--- src/rtl/core/iog_pkg.sv ---
// ----------------------------------------------------------------------------
// iog_pkg
// Shared types and constants of the interior offset generator.
// ----------------------------------------------------------------------------
package iog_pkg;

   // Number of image dimensions in use (1 to 3). Dimensions at or beyond
   // this count behave as size 3 with stride 0.
   localparam int NUM_DIMS = 3;

   localparam int SIZE_W    = 16;
   localparam int STRIDE_W  = 32;
   localparam int PART_W    = 48;
   localparam int OFFSET_W  = 50;
   localparam int CSR_IDX_W = 3;

   // Register map.
   localparam logic [CSR_IDX_W-1:0] REG_SIZE_X   = 3'd0;
   localparam logic [CSR_IDX_W-1:0] REG_SIZE_Y   = 3'd1;
   localparam logic [CSR_IDX_W-1:0] REG_SIZE_Z   = 3'd2;
   localparam logic [CSR_IDX_W-1:0] REG_STRIDE_X = 3'd3;
   localparam logic [CSR_IDX_W-1:0] REG_STRIDE_Y = 3'd4;
   localparam logic [CSR_IDX_W-1:0] REG_STRIDE_Z = 3'd5;
   localparam logic [CSR_IDX_W-1:0] REG_USE_MASK = 3'd6;

   localparam logic [1:0] DIM_X = 2'd0;
   localparam logic [1:0] DIM_Y = 2'd1;
   localparam logic [1:0] DIM_Z = 2'd2;

   localparam logic [SIZE_W-1:0] SIZE_RESET = 16'd3;

   // Control word that the top level hands to each dimension counter.
   typedef struct packed {
      logic                step;
      logic                wr_size;
      logic                wr_stride;
      logic [STRIDE_W-1:0] wdata;
   } iog_dim_ctrl_type;

   function automatic logic signed [STRIDE_W-1:0] stride_reset(input logic [1:0] dim);
      logic signed [STRIDE_W-1:0] val;
      val = (dim == DIM_X) ? 32'sd1 : 32'sd0;
      return val;
   endfunction

endpackage

--- src/rtl/core/iog_dim.sv ---
// ----------------------------------------------------------------------------
// iog_dim
// One dimension of the walk: size and stride registers, the interior
// coordinate counter and the running partial offset coord * stride.
// ----------------------------------------------------------------------------
module iog_dim (
   input  logic                                  clock,
   input  logic                                  reset,
   input  logic [1:0]                            dim_sel,
   input  iog_pkg::iog_dim_ctrl_type             ctrl,
   output logic                                  at_end,
   output logic signed [iog_pkg::PART_W-1:0]     partial
);

   logic [iog_pkg::SIZE_W-1:0]             size_ff, size_in;
   logic signed [iog_pkg::STRIDE_W-1:0]    stride_ff, stride_in;
   logic [iog_pkg::SIZE_W-1:0]             coord_ff, coord_in;
   logic signed [iog_pkg::PART_W-1:0]      part_ff, part_in;

   logic                                   enabled;
   logic [iog_pkg::SIZE_W-1:0]             size_eff;
   logic [iog_pkg::SIZE_W-1:0]             last_coord;
   logic signed [iog_pkg::STRIDE_W-1:0]    stride_eff;
   logic signed [iog_pkg::PART_W-1:0]      stride_ext;
   logic signed [iog_pkg::SIZE_W+iog_pkg::STRIDE_W:0] product;

   assign enabled = ({30'd0, dim_sel} < iog_pkg::NUM_DIMS);

   // Sizes below three, and unused dimensions, give a single interior line.
   assign size_eff   = (!enabled || size_ff < iog_pkg::SIZE_RESET) ? iog_pkg::SIZE_RESET
                                                                   : size_ff;
   assign last_coord = size_eff - 16'd2;
   assign at_end     = (coord_ff >= last_coord);

   assign stride_eff = enabled ? stride_ff : '0;
   assign stride_ext = {{(iog_pkg::PART_W-iog_pkg::STRIDE_W){stride_eff[iog_pkg::STRIDE_W-1]}},
                        stride_eff};

   // A new stride restarts the partial at the current coordinate.
   assign product = $signed({1'b0, coord_ff}) * $signed(ctrl.wdata);

   always_comb begin
      size_in   = size_ff;
      stride_in = stride_ff;
      coord_in  = coord_ff;
      part_in   = part_ff;
      if (ctrl.wr_size) begin
         size_in = ctrl.wdata[iog_pkg::SIZE_W-1:0];
      end
      if (ctrl.wr_stride) begin
         stride_in = $signed(ctrl.wdata);
         part_in   = enabled ? product[iog_pkg::PART_W-1:0] : '0;
      end
      if (ctrl.step) begin
         if (at_end) begin
            coord_in = 16'd1;
            part_in  = stride_ext;
         end else begin
            coord_in = coord_ff + 16'd1;
            part_in  = part_ff + stride_ext;
         end
      end
   end

   always_ff @(posedge clock) begin
      if (reset) begin
         size_ff   <= iog_pkg::SIZE_RESET;
         stride_ff <= iog_pkg::stride_reset(dim_sel);
         coord_ff  <= 16'd1;
         part_ff   <= enabled ? {{(iog_pkg::PART_W-iog_pkg::STRIDE_W){1'b0}},
                                 iog_pkg::stride_reset(dim_sel)} : '0;
      end else begin
         size_ff   <= size_in;
         stride_ff <= stride_in;
         coord_ff  <= coord_in;
         part_ff   <= part_in;
      end
   end

   assign partial = part_ff;

endmodule

--- config.mk ---
export PLATFORM = sky130hd
export DESIGN_NAME = iog_dim
export DESIGN_NICKNAME = d
export VERILOG_FILES = /design/src/rtl/core/iog_pkg.sv /design/src/rtl/core/iog_dim.sv
export SDC_FILE = /design/constraint.sdc
export NUM_CORES = 2
export LEC_CHECK = 0
export BUFFER_PORTS_ARGS = -buffer_cell sky130_fd_sc_hd__buf_2
export CORE_ASPECT_RATIO = 0.7
export CORE_MARGIN = 1
export CORE_UTILIZATION = 60
export CTS_BUF_LIST = sky130_fd_sc_hd__clkbuf_16
export CTS_CLUSTER_DIAMETER = 80
export DETAILED_ROUTE_END_ITERATION = 10
export MAX_ROUTING_LAYER = met4
export PLACE_DENSITY_LB_ADDON = 0.08
export SYNTH_ARGS = -nofsm -noshare
export SYNTH_HDL_FRONTEND = slang
export SYNTH_SLANG_ARGS = --single-unit
--- constraint.sdc ---
create_clock -name clock -period 7.74 [get_ports clock]
set_input_delay 0 -clock clock [delete_from_list [all_inputs] [get_ports clock]]
set_output_delay 0 -clock clock [all_outputs]
set_load 0.02 [all_outputs]
# == Word-level counts from Yosys, hierarchy flattened ==
# Cells that the tools add are included.
# totals
out_inout_bits,49
reg_bits,112
in_bits,39
# classes
add_sub_neg,3
muxes,12
magnitude_cmp,3
mul,1
n_reduce_logical,5
# ops
cell,n
two-way mux 48 bit,5
two-way mux 32 bit,3
adder 48 x 32 -> 48 bit,1
multiplier 17 x 32 -> 48 bit,1
two-way mux 16 bit,2
adder 16 x 1 -> 16 bit (second input constant),1
>= comparator 16 bit,1
< comparator 16 x 2 -> 1 bit (second input constant),1
subtractor 16 x 2 -> 16 bit (second input constant),1
nonzero test 3 bit,1
zero test 2 bit,1
< comparator 2 bit (second input constant),1
two-way mux 1 bit,2
nonzero test 2 bit,1
zero test 1 bit,1
logical OR 1 bit,1

# == Logic depth before layout (Yosys ltp) ==
# depth
depth_word,9
ltp_mapped,27
depth_no_buf,24

# == Worst setup path before layout ==
# OpenSTA, ideal clock, no wires.
# synth_timing
path_type,register to register
from,reg coord_ff[8] in the netlist's numbering
to,"reg part_ff, in the netlist partial[40] (data pin)"
stages_incl_launch_ff,27
required_time_ps,7474
period_less_slack_ps,6548
arrival_ps,6282
path_slack_ps,1192
cell_sequence,dfxtp_1 clkbuf_1 clkbuf_1 nand2_1 fa_1 inv_1 fa_1 inv_1 fa_1 inv_1 fa_1 fa_1 inv_1 fa_1 inv_1 ha_1 clkbuf_1 a21o_1 a31oi_1 o22ai_2 nor4_2 a211oi_2 a211oi_2 o31ai_1 xor2_1 a221oi_1 nor2_1
# synth_via
elab_chain_cells,5
elab_cells_between_ends,7
# synth_rtl
element,line,text
start: declaration,iog_dim.sv:17,"logic [iog_pkg::SIZE_W-1:0] coord_ff, coord_in;"
start signal: assignment,iog_dim.sv:75,coord_ff <= coord_in;
multiplier 17 x 32 -> 48 bit,iog_dim.sv:40,"assign product = $signed({1'b0, coord_ff}) * $signed(ctrl.wdata);"
two-way mux 48 bit,iog_dim.sv:52,part_in = enabled ? product[iog_pkg::PART_W-1:0] : '0;
two-way mux 48 bit,iog_dim.sv:50,if (ctrl.wr_stride) begin
two-way mux 48 bit *,iog_dim.sv:54,if (ctrl.step) begin
two-way mux 48 bit *,iog_dim.sv:66,if (reset) begin
end signal: assignment,iog_dim.sv:70,"part_ff <= enabled ? {{(iog_pkg::PART_W-iog_pkg::STRIDE_W){1'b0}},"
end signal: assignment,iog_dim.sv:76,part_ff <= part_in;
end: declaration,iog_dim.sv:18,"logic signed [iog_pkg::PART_W-1:0] part_ff, part_in;"
# Mark *: on every way between the ends. The rest lies on a longest branch, timed or not. The select of a mux whose other input is x is not followed.
# A chain may end at the register's enable or synchronous reset.

# == Final worst setup path ==
# layout_timing
from,reg coord_ff[4] in the netlist's numbering
to,"reg part_ff, in the netlist partial[40] (data pin)"
# The elaborated chain is that of the path after synthesis.

==> results by stage <==
Global route:
- The maximum number of pins on one net before global-route repair is 48.
- The via count of the first global-routing pass is 22210.
- The total global routing overflow is 0.
- The global routing usage summed across all routing layers is 35.21%.
- The number of antenna violations at the first check in global routing is 2.
- The wire length of the first global-routing pass is 117.9 mm.

Logic synthesis:
- The sequential-to-total area share from yosys stat is 11.50%.
- Counting every net in the synthesized netlist gives 3751.
- During synthesis, Yosys emitted a total of 0 warnings.
- The dominant synthesized flop cell is sky130_fd_sc_hd__edfxtp_1.
- After technology mapping, the gate count stands at 3048.
- The summed instance area of the synthesized netlist is 0.02645 mm².
- The distinct cell type count after synthesis is 78.
- The synthesized area divided by synthesized cell count is 8.678 µm².
- The number of flops mapped to enable cells by yosys is 80.
- For this run, asynchronously set or reset flops after synthesis account for 0%.
- The synthesized design contains 112 register bits.

Placement:
- The congestion estimate from routability-driven global placement came to 0.9687.
- The detailed placer's ending HPWL is 56.69 mm.
- Buffers placed on the I/O ports in this run total 87.
- In this run the cell area measured after placement is 0.02729 mm².

Final layout:
- The finished layout cell area is 0.02759 mm².
- The net total in the final layout is 3728.
- The filler cells instantiated in the layout total 3768.
- The utilization of the core after routing is 64.35%.
- The library cells used most frequently in the layout, excluding fill and tap cells, are sky130_fd_sc_hd__inv_1, sky130_fd_sc_hd__fa_1, sky130_fd_sc_hd__nand2_1.
- The most common library cell in the layout ignoring fill and taps is sky130_fd_sc_hd__inv_1.
- The share of layout cells above drive strength 1 is 5.215%.
- The post-synthesis to final-layout area growth is 4.324%.

STA:
- Of the available clock period, the critical path in the final layout requires 95.14%.
- Derived from the worst setup path, the maximum achievable clock frequency is 135.8 MHz.
- The final number of setup-violating endpoints is 0.
- In the final timing run, aggregate negative setup slack is 0 ns.
- The count of pins over their slew limit was 0.
- Headroom to the max-slew limit came out at 35.78%.
- Setup repair after global routing left no endpoint under its margin.
- The number of failing hold endpoints at the final stage is 0.
- For the final database, setup skew stands at 0.01411 ns.
- The final period demand of the worst path is 7.364 ns.
- The slew at the pin closest to its max-slew limit is 0.9619 ns.

Clock tree:
- The clock tree synthesis step divided the H-tree into 3 levels.
- The later pin in the worst-skew pair is clocked with a latency of 0.39 ns.
- The clock net in this run drives a total of 112 sinks.
- The CTS tree is done.
- The clock-pin slew on the worst setup and hold paths is 0.08 ns.
- The buffer cell driving the clock tree root is sky130_fd_sc_hd__clkbuf_16.
- TritonCTS created 9 clock buffers.
- The buffer count from post-CTS setup fixing is 0.
- Counting along the longest clock path gives a buffer depth of 2.

Routing:
- The final layout contains routed wiring with a total length of 71.76 mm.
- The detail route stage leaves a number of antenna-violating nets equal to 0.
- The vias after detailed routing is 20980.
- The number of violations reported at the end of detailed-routing iteration 0 is 1465.
- For this run, design rule violations remaining after detail routing come to 0.
- Dividing the detail-routed via count by the number of cells gives 5.801.
- The first-pass iteration count of the detailed router is 6.
- The wire length per cell is 19.84 µm.

Worst setup path:
- The end point of the critical path is partial[40].
- The path type of the worst setup path is reg -> reg.
- For the worst setup path, the data arrival time is 7.48 ns.
- The slack of the worst reg-to-reg path is 0.38 ns.
- The worst register-to-register path ends at partial[40].
- In this design, the critical path's most frequently occurring cell is sky130_fd_sc_hd__fa_1.
- The cell depth of the worst flop-to-flop path is 21.
- Of all nets on the critical path, the largest fanout is 20.
- The category of cells accounting for the largest share of critical-path delay is adder cells.
- The element type at the critical path start is a register.
- The worst stage delay on the critical path is 0.92 ns.
- The signal on the critical path passes through and2_1 > fa_1 > inv_1 > fa_1 > fa_1 > inv_1 > fa_1 > fa_1 > inv_1 > fa_1 > inv_1 > ha_1 > a211o_1 > o311ai_1 > buf_4 > a211oi_2 > a211oi_2 > o31ai_1 > xor2_1 > a221oi_1 > nor2_1.
- The total buffers and inverters traversed by the critical path is 5.
- The critical path crosses 21 cells after its start point.
- Data on the critical path is required at its endpoint by 7.85 ns.
- Tracing the worst setup path back leads to its startpoint at coord_ff[4].
- The cell with the largest stage delay on the worst path is sky130_fd_sc_hd__dfxtp_1.
- The launch point of the worst reg-to-reg path is coord_ff[4].
- The kind of end point of the critical path is a register.

Die:
- For this design the top-level I/O count stands at 88.
- The row count is 63.
- The die is 177.7 µm tall.
- The overall die area is 0.04494 mm².
- The initial utilization of the core area, before any placement, comes to 61.68%.
- The chip width is 253.0 µm.
- The core footprint is 0.04288 mm².

Status:
- The run finished with clean final reports.

Power and ir drop:
- Overall power consumption after layout is estimated at 2.939 mW.
- The power per unit of standard cell area is 106.5 mW/mm².
- The worst vdd rail ir drop is 108.2 µV.
- The analysis attributes to cell leakage a power of 13.98 nW.

Min path:
- The worst hold path belongs to the class in -> reg.

Flow run:
- The number of maximum-capacitance violations is 0.
-- final cells by class --
cell class	count	area, µm²	area share, %
inverters	597	2241	8.121
diodes	2	5.005	0.01814
flip-flops and latches	112	3044	11.03
well taps	585	732.0	2.653
repair buffers	118	680.7	2.467
clock buffers	9	225.2	0.8162
clock inverters	7	72.57	0.2630
multi-input cells	2187	20590	74.63
-- worst min-delay path: stages --
cell                      delay, ns
sky130_fd_sc_hd__buf_2         0.22
sky130_fd_sc_hd__mux2i_1       0.17
sky130_fd_sc_hd__nor2_1        0.05
-- state kept, by name (all words and copies together), names as in the netlist --
name	cells
size_ff	16
partial	48
coord_ff	16
stride_ff	32
-- Yosys cell counts (6+ instances only) --
cell                          n  area share (%)
sky130_fd_sc_hd__inv_1      597             8.5
sky130_fd_sc_hd__xor2_1      57             1.9
sky130_fd_sc_hd__nand4_1     19            0.45
sky130_fd_sc_hd__and2_1     264             6.2
sky130_fd_sc_hd__xnor2_1     52             1.7
sky130_fd_sc_hd__a21o_1      60             1.7
sky130_fd_sc_hd__nor2_1     118             1.7
sky130_fd_sc_hd__edfxtp_1    80             9.1
sky130_fd_sc_hd__nand2_1    415             5.9
sky130_fd_sc_hd__o21bai_1     7            0.20
sky130_fd_sc_hd__o21a_1       9            0.26
sky130_fd_sc_hd__nand2b_1    20            0.47
sky130_fd_sc_hd__a31oi_1     20            0.47
sky130_fd_sc_hd__nor3_1      20            0.38
sky130_fd_sc_hd__nand3_1     33            0.62
sky130_fd_sc_hd__or3_1        8            0.19
sky130_fd_sc_hd__o21ai_0     79             1.5
sky130_fd_sc_hd__fa_1       485              37
sky130_fd_sc_hd__dfxtp_1     32             2.4
sky130_fd_sc_hd__o22ai_1     10            0.24
sky130_fd_sc_hd__ha_1       179             8.5
sky130_fd_sc_hd__a2111oi_0    6            0.20
sky130_fd_sc_hd__o31ai_1      9            0.26
sky130_fd_sc_hd__nor2b_1     45             1.1
sky130_fd_sc_hd__a211oi_1    12            0.34
sky130_fd_sc_hd__mux2i_1     18            0.68
sky130_fd_sc_hd__a21oi_1    115             2.2
sky130_fd_sc_hd__o211ai_1    11            0.31
sky130_fd_sc_hd__clkbuf_1   143             2.0
sky130_fd_sc_hd__a22oi_1     14            0.40
sky130_fd_sc_hd__or2_2        8            0.19
sky130_fd_sc_hd__and3_1      15            0.35
-- layer usage --
layer,track usage (%),vias to the layer above,part of all wire (%)
li1,-,9424,-
met1,45.69,10550,43
met2,54.83,841,46
met3,6.556,171,7.6
met4,14.17,0,4.1
met5,-,-,0
-- what timing repair did --
item | in CTS | in global routing
hold buffers | 0 | 0
hold endpoints to repair | 0 | 0
setup endpoints to repair | 0 | 8
gates resized for setup | 0 | 1
-- kinds of logic after synthesis --
group           after synthesis  share of synthesized area [%]
buf+inv                     749                          10.65
fa+ha+maj                   664                          45.18
compound gates              406                          10.03
simple gates                989                          18.31
mux                          19                         0.7237
flops                       112                          11.50
xor+xnor                    109                          3.609
-- how the worst min path moves through the flow --
| stage | start | end | slack, ns | cells past startpoint |
|---|---|---|---|---|
| detailed placement | partial[10] | partial[10] | 0.49 | 1 |
| global placement | partial[8] | partial[8] | 0.48 | 1 |
| global route | ctrl[3] | size_ff[3] | 0.14 | 3 |
| finish | ctrl[3] | size_ff[3] | 0.11 | 3 |
| floorplan | ctrl[0] | size_ff[0] | 0.12 | 1 |
| CTS | ctrl[3] | size_ff[3] | 0.09 | 3 |
-- where the power goes --
group	internal [mW]	switching [mW]	total (mW)
registers	0.733	0.0653	0.798
logic	0.590	1.05	1.64
clock network	0.252	0.252	0.505
-- metrics by stage --
stage	std cells	worst slack, ns	hold slack [ns]
final	3617	0.3759	0.1076
after global routing	3617	0.09664	0.1381
after CTS	3615	0.2306	0.09321
after detailed placement	3599	0.2472	0.4902
after global placement	3599	0.4263	0.4849
after floorplan	3048	1.192	0.1179
No activity file was read; power rests on OpenSTA's default activity.
